File: src/design/dcbrf_pkg.sv
// Package for the dual-channel byte ring FIFO: item structs, mode codes,
// default sizes and the result-building helper. No dependencies.
`default_nettype none

package dcbrf_pkg;

    localparam int DEPTH_DEFAULT    = 64;
    localparam int CHANNELS_DEFAULT = 2;
    localparam int COUNT_W          = 7;
    localparam int BYTE_W           = 8;
    localparam int MODE_W           = 3;

    localparam logic [MODE_W-1:0] MODE_PUSH      = 3'd0;
    localparam logic [MODE_W-1:0] MODE_POP       = 3'd1;
    localparam logic [MODE_W-1:0] MODE_PEEK      = 3'd2;
    localparam logic [MODE_W-1:0] MODE_RUN_READ  = 3'd3;
    localparam logic [MODE_W-1:0] MODE_RUN_WRITE = 3'd4;
    localparam logic [MODE_W-1:0] MODE_STATUS    = 3'd5;

    typedef struct packed {
        logic [MODE_W-1:0]  mode;
        logic               channel;
        logic [BYTE_W-1:0]  data_byte;
        logic [COUNT_W-1:0] run_length;
        logic               run_first;
    } in_item_t;

    typedef struct packed {
        logic               ok;
        logic [BYTE_W-1:0]  read_byte;
        logic [COUNT_W-1:0] used_count;
        logic [COUNT_W-1:0] free_count;
        logic               is_empty;
        logic               is_full;
        logic               last;
    } out_item_t;

    // Builds a result item from the fill count that stands after the step.
    function automatic out_item_t make_result(
        input logic               ok,
        input logic [BYTE_W-1:0]  rd_byte,
        input logic [COUNT_W-1:0] used,
        input logic               last,
        input logic [COUNT_W-1:0] depth
    );
        out_item_t r;
        r.ok         = ok;
        r.read_byte  = rd_byte;
        r.used_count = used;
        r.free_count = depth - used;
        r.is_empty   = (used == '0);
        r.is_full    = (used >= depth);
        r.last       = last;
        return r;
    endfunction

endpackage

`default_nettype wire

File: src/design/dcbrf_store.sv
// Byte store shared by all channels: one write port and one registered read
// port. Depends on dcbrf_pkg for the byte width.
`default_nettype none

module dcbrf_store #(
    parameter int ADDR_W = 7
) (
    input  wire logic                       clk,
    input  wire logic                       wr_en,
    input  wire logic [ADDR_W-1:0]          wr_addr,
    input  wire logic [dcbrf_pkg::BYTE_W-1:0] wr_data,
    input  wire logic                       rd_en,
    input  wire logic [ADDR_W-1:0]          rd_addr,
    output logic      [dcbrf_pkg::BYTE_W-1:0] rd_data
);
    import dcbrf_pkg::*;

    localparam int MEM_DEPTH = 1 << ADDR_W;

    logic [BYTE_W-1:0] mem [MEM_DEPTH];
    logic [BYTE_W-1:0] rd_data_reg;

    always_ff @(posedge clk)
    begin
        if (wr_en)
        begin
            mem[wr_addr] <= wr_data;
        end
    end

    always_ff @(posedge clk)
    begin
        if (rd_en)
        begin
            rd_data_reg <= mem[rd_addr];
        end
    end

    assign rd_data = rd_data_reg;

endmodule

`default_nettype wire

File: src/design/dual_channel_byte_ring_fifo.sv
// Top level of the dual-channel byte ring FIFO: handshakes, per-channel
// pointers and counts, and the sequencer. Depends on dcbrf_pkg, dcbrf_store.
`default_nettype none

// Each channel owns a ring of BUF_DEPTH bytes (a power of two) with head and
// tail pointers that wrap naturally and a fill count; all rings share one
// byte store with a single registered read port. The block works on one item
// at a time and is not ready while an item is in progress. A push, run write,
// status or rejected item is executed and its result registered; a pop or
// peek first reads its byte from the store, and the result register takes
// it in a wait state after execute. A run read of N bytes first reserves
// the bytes in the execute state and then produces each byte by issuing the
// store read, capturing the data into the result register and handing the
// item over, so the next byte is not read before the last one is taken. The
// registered store read and the single result register set this order. A
// new item is accepted in the cycle after the final result of the previous
// one has been taken. The byte store is not cleared at reset; only the
// control state, pointers, counts and run-write flags are. Every result
// reports the addressed channel's status after the whole step, so the
// bytes of a run read already show the count lowered by N.
module dual_channel_byte_ring_fifo #(
    parameter int BUF_DEPTH = dcbrf_pkg::DEPTH_DEFAULT,
    parameter int CHANNELS  = dcbrf_pkg::CHANNELS_DEFAULT
) (
    input  wire logic                 clk,
    input  wire logic                 rst_n,
    input  wire logic                 in_valid,
    output logic                      in_ready,
    input  wire dcbrf_pkg::in_item_t  in_item,
    output logic                      out_valid,
    input  wire logic                 out_ready,
    output dcbrf_pkg::out_item_t      out_item
);
    import dcbrf_pkg::*;

    localparam int PTR_W  = $clog2(BUF_DEPTH);
    localparam int CH_W   = (CHANNELS > 1) ? $clog2(CHANNELS) : 1;
    localparam int ADDR_W = CH_W + PTR_W;
    localparam logic [COUNT_W-1:0] DEPTH_C = COUNT_W'(BUF_DEPTH);

    typedef enum logic [4:0] {
        ST_IDLE     = 5'b00001,
        ST_EXEC     = 5'b00010,
        ST_RD_ISSUE = 5'b00100,
        ST_RD_WAIT  = 5'b01000,
        ST_OUT      = 5'b10000
    } state_t;

    state_t             state_reg, state_next;
    in_item_t           req_reg, req_next;
    logic [CH_W-1:0]    ch_reg, ch_next;
    logic [COUNT_W-1:0] rd_left_reg, rd_left_next;
    out_item_t          out_reg, out_next;

    logic [PTR_W-1:0]   head_reg [CHANNELS];
    logic [PTR_W-1:0]   head_next [CHANNELS];
    logic [PTR_W-1:0]   tail_reg [CHANNELS];
    logic [PTR_W-1:0]   tail_next [CHANNELS];
    logic [COUNT_W-1:0] fill_reg [CHANNELS];
    logic [COUNT_W-1:0] fill_next [CHANNELS];
    logic [COUNT_W-1:0] wr_left_reg [CHANNELS];
    logic [COUNT_W-1:0] wr_left_next [CHANNELS];
    logic               wr_rej_reg [CHANNELS];
    logic               wr_rej_next [CHANNELS];

    // Current channel view.
    logic [PTR_W-1:0]   cur_head;
    logic [PTR_W-1:0]   cur_tail;
    logic [COUNT_W-1:0] cur_fill;
    logic [COUNT_W-1:0] cur_free;
    logic [COUNT_W-1:0] cur_wr_left;
    logic               cur_wr_rej;

    // The one fill adder/subtractor, shared by all modes that change a fill.
    logic [COUNT_W-1:0] alu_opnd;
    logic               alu_sub;
    logic [COUNT_W-1:0] alu_sum;

    logic               mem_we;
    logic [ADDR_W-1:0]  mem_waddr;
    logic               mem_re;
    logic [ADDR_W-1:0]  mem_raddr;
    logic [BYTE_W-1:0]  mem_rdata;

    logic               ok;
    logic [COUNT_W-1:0] fill_after;
    logic [CH_W-1:0]    in_ch;

    assign cur_head    = head_reg[ch_reg];
    assign cur_tail    = tail_reg[ch_reg];
    assign cur_fill    = fill_reg[ch_reg];
    assign cur_free    = DEPTH_C - cur_fill;
    assign cur_wr_left = wr_left_reg[ch_reg];
    assign cur_wr_rej  = wr_rej_reg[ch_reg];
    assign alu_sum     = alu_sub ? (cur_fill - alu_opnd) : (cur_fill + alu_opnd);

    // With a single channel every item addresses channel zero.
    assign in_ch = (CHANNELS > 1) ? CH_W'(in_item.channel) : '0;

    assign mem_waddr = {ch_reg, cur_tail};
    assign mem_raddr = {ch_reg, cur_head};

    dcbrf_store #(
        .ADDR_W (ADDR_W)
    ) u_store (
        .clk     (clk),
        .wr_en   (mem_we),
        .wr_addr (mem_waddr),
        .wr_data (req_reg.data_byte),
        .rd_en   (mem_re),
        .rd_addr (mem_raddr),
        .rd_data (mem_rdata)
    );

    always_comb
    begin
        state_next   = state_reg;
        req_next     = req_reg;
        ch_next      = ch_reg;
        rd_left_next = rd_left_reg;
        out_next     = out_reg;
        head_next    = head_reg;
        tail_next    = tail_reg;
        fill_next    = fill_reg;
        wr_left_next = wr_left_reg;
        wr_rej_next  = wr_rej_reg;
        alu_opnd     = COUNT_W'(1);
        alu_sub      = 1'b0;
        mem_we       = 1'b0;
        mem_re       = 1'b0;
        ok           = 1'b0;
        fill_after   = cur_fill;

        case (state_reg)
            ST_IDLE:
            begin
                if (in_valid)
                begin
                    req_next   = in_item;
                    ch_next    = in_ch;
                    state_next = ST_EXEC;
                end
            end

            ST_EXEC:
            begin
                state_next = ST_OUT;
                case (req_reg.mode)
                    MODE_PUSH:
                    begin
                        if (cur_fill < DEPTH_C)
                        begin
                            mem_we            = 1'b1;
                            tail_next[ch_reg] = cur_tail + 1'b1;
                            fill_after        = alu_sum;
                            ok                = 1'b1;
                        end
                    end

                    MODE_POP, MODE_PEEK:
                    begin
                        if (cur_fill != '0)
                        begin
                            mem_re       = 1'b1;
                            rd_left_next = '0;
                            state_next   = ST_RD_WAIT;
                            if (req_reg.mode == MODE_POP)
                            begin
                                alu_sub           = 1'b1;
                                head_next[ch_reg] = cur_head + 1'b1;
                                fill_after        = alu_sum;
                            end
                        end
                    end

                    MODE_RUN_READ:
                    begin
                        if (req_reg.run_length > cur_fill)
                        begin
                            ok = 1'b0;
                        end
                        else if (req_reg.run_length == '0)
                        begin
                            ok = 1'b1;
                        end
                        else
                        begin
                            // Reserve the whole run at once, then stream it.
                            alu_opnd     = req_reg.run_length;
                            alu_sub      = 1'b1;
                            fill_after   = alu_sum;
                            rd_left_next = req_reg.run_length;
                            state_next   = ST_RD_ISSUE;
                        end
                    end

                    MODE_RUN_WRITE:
                    begin
                        if (req_reg.run_first)
                        begin
                            if (req_reg.run_length > cur_free)
                            begin
                                wr_rej_next[ch_reg]  = 1'b1;
                                wr_left_next[ch_reg] = '0;
                            end
                            else
                            begin
                                wr_rej_next[ch_reg]  = 1'b0;
                                wr_left_next[ch_reg] = '0;
                                alu_opnd             = req_reg.run_length;
                                fill_after           = alu_sum;
                                ok                   = 1'b1;
                                if (req_reg.run_length != '0)
                                begin
                                    mem_we               = 1'b1;
                                    tail_next[ch_reg]    = cur_tail + 1'b1;
                                    wr_left_next[ch_reg] = req_reg.run_length - 1'b1;
                                end
                            end
                        end
                        else if (!cur_wr_rej && cur_wr_left != '0)
                        begin
                            // Space was reserved by the first item of the run.
                            mem_we               = 1'b1;
                            tail_next[ch_reg]    = cur_tail + 1'b1;
                            wr_left_next[ch_reg] = cur_wr_left - 1'b1;
                            ok                   = 1'b1;
                        end
                    end

                    MODE_STATUS:
                    begin
                        ok = 1'b1;
                    end

                    default:
                    begin
                        ok = 1'b0;
                    end
                endcase
                fill_next[ch_reg] = fill_after;
                out_next = make_result(ok, '0, fill_after, 1'b1, DEPTH_C);
            end

            ST_RD_ISSUE:
            begin
                mem_re            = 1'b1;
                head_next[ch_reg] = cur_head + 1'b1;
                rd_left_next      = rd_left_reg - 1'b1;
                state_next        = ST_RD_WAIT;
            end

            ST_RD_WAIT:
            begin
                out_next   = make_result(1'b1, mem_rdata, cur_fill,
                                         rd_left_reg == '0, DEPTH_C);
                state_next = ST_OUT;
            end

            ST_OUT:
            begin
                if (out_ready)
                begin
                    state_next = out_reg.last ? ST_IDLE : ST_RD_ISSUE;
                end
            end

            default:
            begin
                state_next = ST_IDLE;
            end
        endcase
    end

    always_ff @(posedge clk or negedge rst_n)
    begin
        if (!rst_n)
        begin
            state_reg   <= ST_IDLE;
            ch_reg      <= '0;
            rd_left_reg <= '0;
            for (int i = 0; i < CHANNELS; i++)
            begin
                head_reg[i]    <= '0;
                tail_reg[i]    <= '0;
                fill_reg[i]    <= '0;
                wr_left_reg[i] <= '0;
                wr_rej_reg[i]  <= 1'b0;
            end
        end
        else
        begin
            state_reg   <= state_next;
            ch_reg      <= ch_next;
            rd_left_reg <= rd_left_next;
            head_reg    <= head_next;
            tail_reg    <= tail_next;
            fill_reg    <= fill_next;
            wr_left_reg <= wr_left_next;
            wr_rej_reg  <= wr_rej_next;
        end
    end

    // Payload registers need no reset.
    always_ff @(posedge clk)
    begin
        req_reg <= req_next;
        out_reg <= out_next;
    end

    assign in_ready  = (state_reg == ST_IDLE);
    assign out_valid = (state_reg == ST_OUT);
    assign out_item  = out_reg;

    // The block never takes an item while a result waits to be handed over.
    a_no_overlap: assert property (@(posedge clk) disable iff (!rst_n)
        !(in_ready && out_valid))
        else $error("input accepted while a result is pending");

    // The addressed channel never holds more than its depth.
    a_fill_bound: assert property (@(posedge clk) disable iff (!rst_n)
        fill_reg[ch_reg] <= DEPTH_C)
        else $error("fill count beyond depth");

    // Once the final result of an item is taken, the block is ready again.
    a_last_frees: assert property (@(posedge clk) disable iff (!rst_n)
        (out_valid && out_ready && out_item.last) |=> in_ready)
        else $error("not ready after the final result");

    // Store data is captured only right after a read was issued.
    a_read_order: assert property (@(posedge clk) disable iff (!rst_n)
        (state_reg == ST_RD_WAIT) |-> $past(mem_re))
        else $error("read data captured without a store read");

endmodule

`default_nettype wire

File: config.mk
export PLATFORM = sky130hd
export DESIGN_NAME = dual_channel_byte_ring_fifo
export DESIGN_NICKNAME = d
export VERILOG_FILES = /design/src/design/dcbrf_pkg.sv /design/src/design/dcbrf_store.sv /design/src/design/dual_channel_byte_ring_fifo.sv
export SDC_FILE = /design/constraint.sdc
export NUM_CORES = 2
export LEC_CHECK = 0
export ABC_AREA = 1
export ABC_CLOCK_PERIOD_IN_PS = 6500
export BUFFER_PORTS_ARGS = -buffer_cell sky130_fd_sc_hd__buf_2
export CORE_ASPECT_RATIO = 1.4
export CORE_MARGIN = 2
export CORE_UTILIZATION = 46
export CTS_BUF_LIST = sky130_fd_sc_hd__clkbuf_4
export DETAILED_ROUTE_END_ITERATION = 10
export GPL_TIMING_DRIVEN = 0
export PLACE_DENSITY = 0.7
export SETUP_SLACK_MARGIN = 0.1
export SYNTH_ARGS = -nofsm -noshare
export SYNTH_HDL_FRONTEND = slang
export SYNTH_HIERARCHICAL = 1
export SYNTH_SLANG_ARGS = --single-unit
File: constraint.sdc
create_clock -name clk -period 6.5 [get_ports clk]
set_input_delay 0.65 -clock clk [delete_from_list [all_inputs] [get_ports clk]]
set_output_delay 0.65 -clock clk [all_outputs]
set_load 0.03 [all_outputs]
; After elaboration in Yosys (flattened, before gate mapping)
; Memory sizes are Yosys's and may differ from the RTL's. A register that Yosys moved wholly into a read port is not among the register bits.
; Cells that the tools add are included.
[word_totals]
ramBits = 1024
in_bits = 24
reg_bits = 112
latch_bits = 0
mem_count = 1
romBits = 0
out_inout_bits = 28
[memory_table]
columns = memory, depth, width, read_ports, rd_clocked_by_memory_dff, wr, line_no
row1 = u_store.mem, 128, 8, 1, 1, 1, dcbrf_store.sv:20  ; logic [BYTE_W-1:0] mem [MEM_DEPTH];
[classes]
mux = 94
magnitude_cmp = 7
eq_ne = 23
reduce_logical = 23
n_shift = 0
mul = 0
n_bitwise = 6
n_div = 0
addsub = 9
[ops]
columns = cell, count
row1 = 7-bit 2-to-1 mux, 24
row2 = 12-bit 2-to-1 mux, 8
row3 = 14-bit 2-to-1 mux, 4
row4 = 26-bit one-hot mux with 2 select lines, 1
row5 = 12-bit one-hot mux with 2 select lines, 2
row6 = 14-bit bitwise mux, 3
row7 = 6-bit 2-to-1 mux, 7
row8 = 7-bit one-hot mux with 2 select lines, 3
row9 = 7-bit logical NOT, 4
row10 = 7-bit one-hot mux with 4 select lines, 1
row11 = 5-bit 2-to-1 mux, 5
row12 = 5-bit one-hot mux with 5 select lines, 1
row13 = 12-bit bitwise mux, 2
row14 = 1-bit 2-to-1 mux, 23
row15 = 7-bit nonzero test, 3
row16 = "7-bit by 1-bit subtractor with 7-bit output, second input constant", 3
row17 = "3-bit != test, second input constant", 6
row18 = 14-bit bitwise AND, 1
row19 = "7-bit greater-or-equal comparator, second input constant", 2
row20 = 7-bit greater-than comparator, 2
row21 = 14-bit NOT, 1
row22 = "7-bit subtractor, first input constant", 2
row23 = "6-bit by 1-bit adder with 6-bit output, second input constant", 2
row24 = 5-bit one-hot mux with 2 select lines, 1
row25 = other kinds (37), 51

; Depth between registers and ports, before layout
[depth]
ltp_word = 18
depth_mapped = 48
depth_no_buf = 46

; Modules after synthesis
; The synthesis kept the hierarchy.
[by_module_without_submodules]
columns = module, seq_area_each_um2, area_per_inst_um2, cells_per_inst, instances
row1 = dcbrf_store, 30989.7, 42184.2, 3575, 1
row2 = dual_channel_byte_ring_fifo, 2999.1, 7036.7, 896, 1

; Worst setup path before layout
; Ideal clock, no wire load.
[synth_path]
path_type = reg-to-reg
startpoint = reg ch_reg
endpoint = reg out_reg (netlist bit out_item[9]) (data pin)
setup_slack_ns = 1.460
synth_period_minus_slack_ns = 5.040
arrival_time_ns = 4.787
stages_incl_launch_ff = 42
required_time_ns = 6.248
n_path_buf = 3
path_cell_list = dfrtp_1 > buf_6 > inv_4 > buf_6 > nand2_2 > nand2_4 > inv_1 > ha_1 > nand2_1 > nor2_2 > nand2_1 > o21ai_0 > nand2_1 > inv_1 > ha_1 > nand2_1 > inv_1 > a21oi_1 > (+6 left out) > inv_1 > xor2_1 > fa_1 > inv_1 > nand2_1 > o21ai_0 > nand2_1 > o21ai_0 > o21ai_0 > nor3b_1 > ha_1 > nand2_2 > inv_1 > nand3_1 > nand2_1 > nand2_1 > nand2_1 > nand2_1
[synth_rtl]
columns = element, line_no
row1 = from (decl), dual_channel_byte_ring_fifo.sv:51  ; logic [CH_W-1:0] ch_reg, ch_next;
row2 = from (signal assigned), dual_channel_byte_ring_fifo.sv:294  ; ch_reg <= ch_next;
row3 = to (signal assigned), dual_channel_byte_ring_fifo.sv:308  ; out_reg <= out_next;
row4 = to (decl), dual_channel_byte_ring_fifo.sv:53  ; out_item_t out_reg, out_next;

; Worst setup path in the final report
[layout_path]
startpoint = reg ch_reg
endpoint = mem u_store.mem[53][0], enable pin
[layout_between]
elab_chain_cells = 12
word_cells_on_any_way = 27
[layout_lines]
columns = element, line_no
row1 = 1-bit NOT with 2-bit output (not written as such) (*), "dual_channel_byte_ring_fifo.sv:91, dual_channel_byte_ring_fifo.sv:93, dual_channel_byte_ring_fifo.sv:94"
row2 = 7-bit 2-to-1 mux (not written as such) (tied with other cells) (3 in a row), dual_channel_byte_ring_fifo.sv:91  ; assign cur_fill = fill_reg[ch_reg];
row3 = 7-bit subtractor (tied with other cells), dual_channel_byte_ring_fifo.sv:92  ; assign cur_free = DEPTH_C - cur_fill;
row4 = 7-bit greater-than comparator / 1-bit logical AND (equally long branches), "dual_channel_byte_ring_fifo.sv:201, dual_channel_byte_ring_fifo.sv:221"
row5 = 1-bit 2-to-1 mux (on tied branches), "dual_channel_byte_ring_fifo.sv:201, dual_channel_byte_ring_fifo.sv:221"
row6 = 1-bit 2-to-1 mux, dual_channel_byte_ring_fifo.sv:199  ; if (req_reg.run_first)
row7 = 1-bit one-hot mux with 2 select lines (*), dual_channel_byte_ring_fifo.sv:148  ; case (req_reg.mode)
row8 = 1-bit 2-to-1 mux (*), dual_channel_byte_ring_fifo.sv:134  ; case (state_reg)
row9 = net mem_we, dual_channel_byte_ring_fifo.sv:79  ; logic mem_we;
row10 = 1-bit 2-to-1 mux (*), dcbrf_store.sv:25  ; if (wr_en)
row11 = 1-bit 2-to-1 mux (not written as such) (*), dcbrf_store.sv:27  ; mem[wr_addr] <= wr_data;
row12 = to (decl), dcbrf_store.sv:20
; The timed path passes the listed nets; every way through them passes the cells marked *. The select of a mux whose other input is x is not followed.

==> impl_metrics.csv <==
group,metric,value,unit
run_status,status,"completed",
timing,fin_tns_setup,0,ns
routing,drtIter0Drc,5175,
routing,viasPerCell,5.78,
routing,num_vias,37500,
worst_setup_path,cp_top_family,"simple AND/OR/NAND/NOR gates",
timing,rsz0062_at_grt,"false",
floorplanning,pin_count,52,
timing,tightest_slew,1.31,ns
timing,clock.fmax,162,MHz
routing,wl,161000,um
global_route,overflow,0,
power,intPower,16400,uW
cells_and_area,area_growth,15.2,%
worst_setup_path,r2r_slack,0.34,ns
yosys,ys_types,58,
worst_setup_path,startpoint_type,"flop",
power,peakVddDrop,0.000292,V
worst_setup_path,cp-end-kind,"flop",
worst_setup_path,crit_buf_inv,10,
clocking,cts_tree,"built",
clocking,worst_skew_pair.late_latency,1.23,ns
yosys,synth_nets,4524,
floorplanning,die_x,280,um
cells_and_area,layout_commonest_cell,"nand2_1",
global_route,grt_pass1_wl,231000,um
worst_setup_path,crit_required,7.27,ns
placed_design,place.port_buffers,51,
clocking,cts_buffer_depth,4,
worst_setup_path,path_class,"flop to flop",
timing,setup_violations,0,
worst_setup_path,path_max_fanout,11,
power,pwr-share-clk,18.5,%
global_route,antenna_found_initial,5,
placed_design,gp_congestion,1.01,
clocking,cts.sinks,1143,
clocking,cts.reportedPaths.clkPinSlew,0.10,ns
yosys,synth_area,49200,sq um
power,p_seq_share,31.4,%
global_route,grt_max_degree,68,
run,drv_cap,0,
routing,maxUsedRoutingLayer,"met5",
routing,detail-route-antenna-nets,0,
cells_and_area,layout_common_cells,"nand2_1, edfxtp_1, nand3_1, clkbuf_4, buf_2",
cells_and_area,fill_cells,9051,
timing,skew,0.109,ns
yosys,ys_seq_area_share,69.1,%
timing,fin_crit,6.16,ns
power,p_switching,14200,uW
routing,first_pass_iters,9,
power,p_total,30600,uW
worst_setup_path,cpPeakStageDelay,0.62,ns
worst_hold_path,hold_path_class,"primary input to flop",
worst_setup_path,cp_slowest_cell,"nor2_2",
clocking,clockRootBuffer,"clkbuf_4",
global_route,grt_pass1_vias,36200,
worst_setup_path,crit_arrival,6.93,ns
yosys,postSynthAreaPerCell,11.0,sq um
cells_and_area,drive_gt1_share,16.9,%
floorplanning,fp.dieH,391,um
cells_and_area,largest_register_ff_count,1024,
floorplanning,num_rows,142,
global_route,gr-usage-all-layers,29.3,%
power,switching_share,46.4,%
yosys,syn_inst,4471,
yosys,yosys_register_bits,1143,
routing,drc_errors,0,
routing,met1_length,52200,um
timing,hold_viol_final,0,
clocking,h-tree-depth,5,
routing,wl_met3,16700,um
clocking,cts_made_buffers,280,
yosys,ys.flop_type,"edfxtp_1",
floorplanning,initial_core_util,46.2,%
yosys,synthArstFlopShare,5.86,%
timing,slew_headroom,12.6,%
floorplanning,coreArea,107000,sq um
routing,wl_per_cell,24.9,um
placed_design,dpl.hpwl,115000,um
routing,route.met2.wl,78000,um
cells_and_area,nNetsFinal,4997,
worst_setup_path,cp_common_cell,"nand2_1",
timing,slew_violations,0,
timing,final.period_utilization,94.7,%
power,combinationalPowerShare,50.2,%
yosys,synth_edf_count,1076,
floorplanning,design.die.area,110000,sq um
yosys,ys.warnings.count,6,
power,cellPowerDensity,539,nW/um^2
power,p_leak,0.0217,uW
==> synthesized netlist by cell type (all sizes together) (10+ instances only) <==
| master | number | area share (%) |
|---|---|---|
| a21oi | 27 | 0.28 |
| buf | 208 | 2.6 |
| clkbuf | 42 | 0.32 |
| dfrtp | 66 | 3.4 |
| edfxtp | 1076 | 66 |
| ha | 28 | 0.71 |
| inv | 157 | 1.2 |
| nand2 | 1466 | 11 |
| nand3 | 977 | 10 |
| nor2 | 207 | 1.7 |
| nor3 | 18 | 0.19 |
| o21ai | 104 | 1.1 |
| o22ai | 11 | 0.14 |
| xnor2 | 10 | 0.18 |
| xor2 | 20 | 0.36 |
==> layout make-up <==
type / instances / area (sq um) / share of cell area, %
flip-flops and latches: 1143 / 34000 / 59.9
multi-input cells: 2918 / 13400 / 23.6
clock buffers: 376 / 2820 / 4.98
repair buffers: 191 / 2270 / 4.01
well taps: 1368 / 1710 / 3.02
plain buffers: 250 / 1450 / 2.56
inverters: 160 / 614 / 1.08
clock inverters: 75 / 427 / 0.752
diodes: 5 / 12.5 / 0.0221
==> metal layers <==
metal / GRT usage (%) / vias to the layer above
met5: 0 / -
met3: 7.36 / 660
li1: - / 16600
met4: 22.9 / 4
met1: 31.6 / 17700
met2: 49.1 / 2498
==> worst paths after layout <==
kind | start | end | cells past startpoint
max | ch_reg | u_store/mem[53][0] | 28
min | in_item[15] | req_reg[15] | 2
max reg2reg | ch_reg | u_store/mem[53][0] | 28
min reg2reg | head_reg[8] | head_reg[8] | 2
max in group asynchronous | rst_n | tail_reg[0] | 4
min in group asynchronous | rst_n | asynchronous set/reset pin | 4
==> power groups by stage <==
stage	Clock (uW)	Sequential [uW]	Combinational, uW
2_1_floorplan	0	10200	7930
3_3_place_gp	0	10900	12700
3_5_place_dp	0	9750	14600
4_1_cts	5730	9590	14700
5_1_grt	6100	9610	16100
6_report	5650	9590	15300
==> cell families after synthesis <==
logic type,after synthesis,share of synthesized area [%]
compound gates,166,1.93
xor+xnor,30,0.534
fa+ha+maj,29,0.752
buf+inv,410,4.17
flops,1143,69.1
mux,8,0.175
simple gates,2685,23.4
==> per-stage QoR <==
stage	instances	instance area (sq um)	worst slack [ns]	util [%]	hold slack (ns)
3_5_place_dp	5936	52400	-0.653	49.2	0.460
6_report	6486	56700	0.344	53.2	0.120
4_1_cts	6459	56400	-0.152	53.0	0.0505
5_1_grt	6485	56700	0.0950	53.2	0.0618
3_3_place_gp	5890	51200	-0.483	48.0	0.450
2_1_floorplan	4471	49200	1.46	-	0.354
==> repair_timing <==
| item | CTS | global route |
|---|---|---|
| hold endpoints to repair | 91 | 0 |
| gates resized for setup | 54 | 29 |
| setup buffers | 48 | 20 |
| hold buffers | 24 | 0 |
| pin swaps | 36 | 17 |
| gates cloned | 0 | 0 |
| endpoints found under the setup margin | 588 | 895 |
No activity file was read; power rests on OpenSTA's default activity.
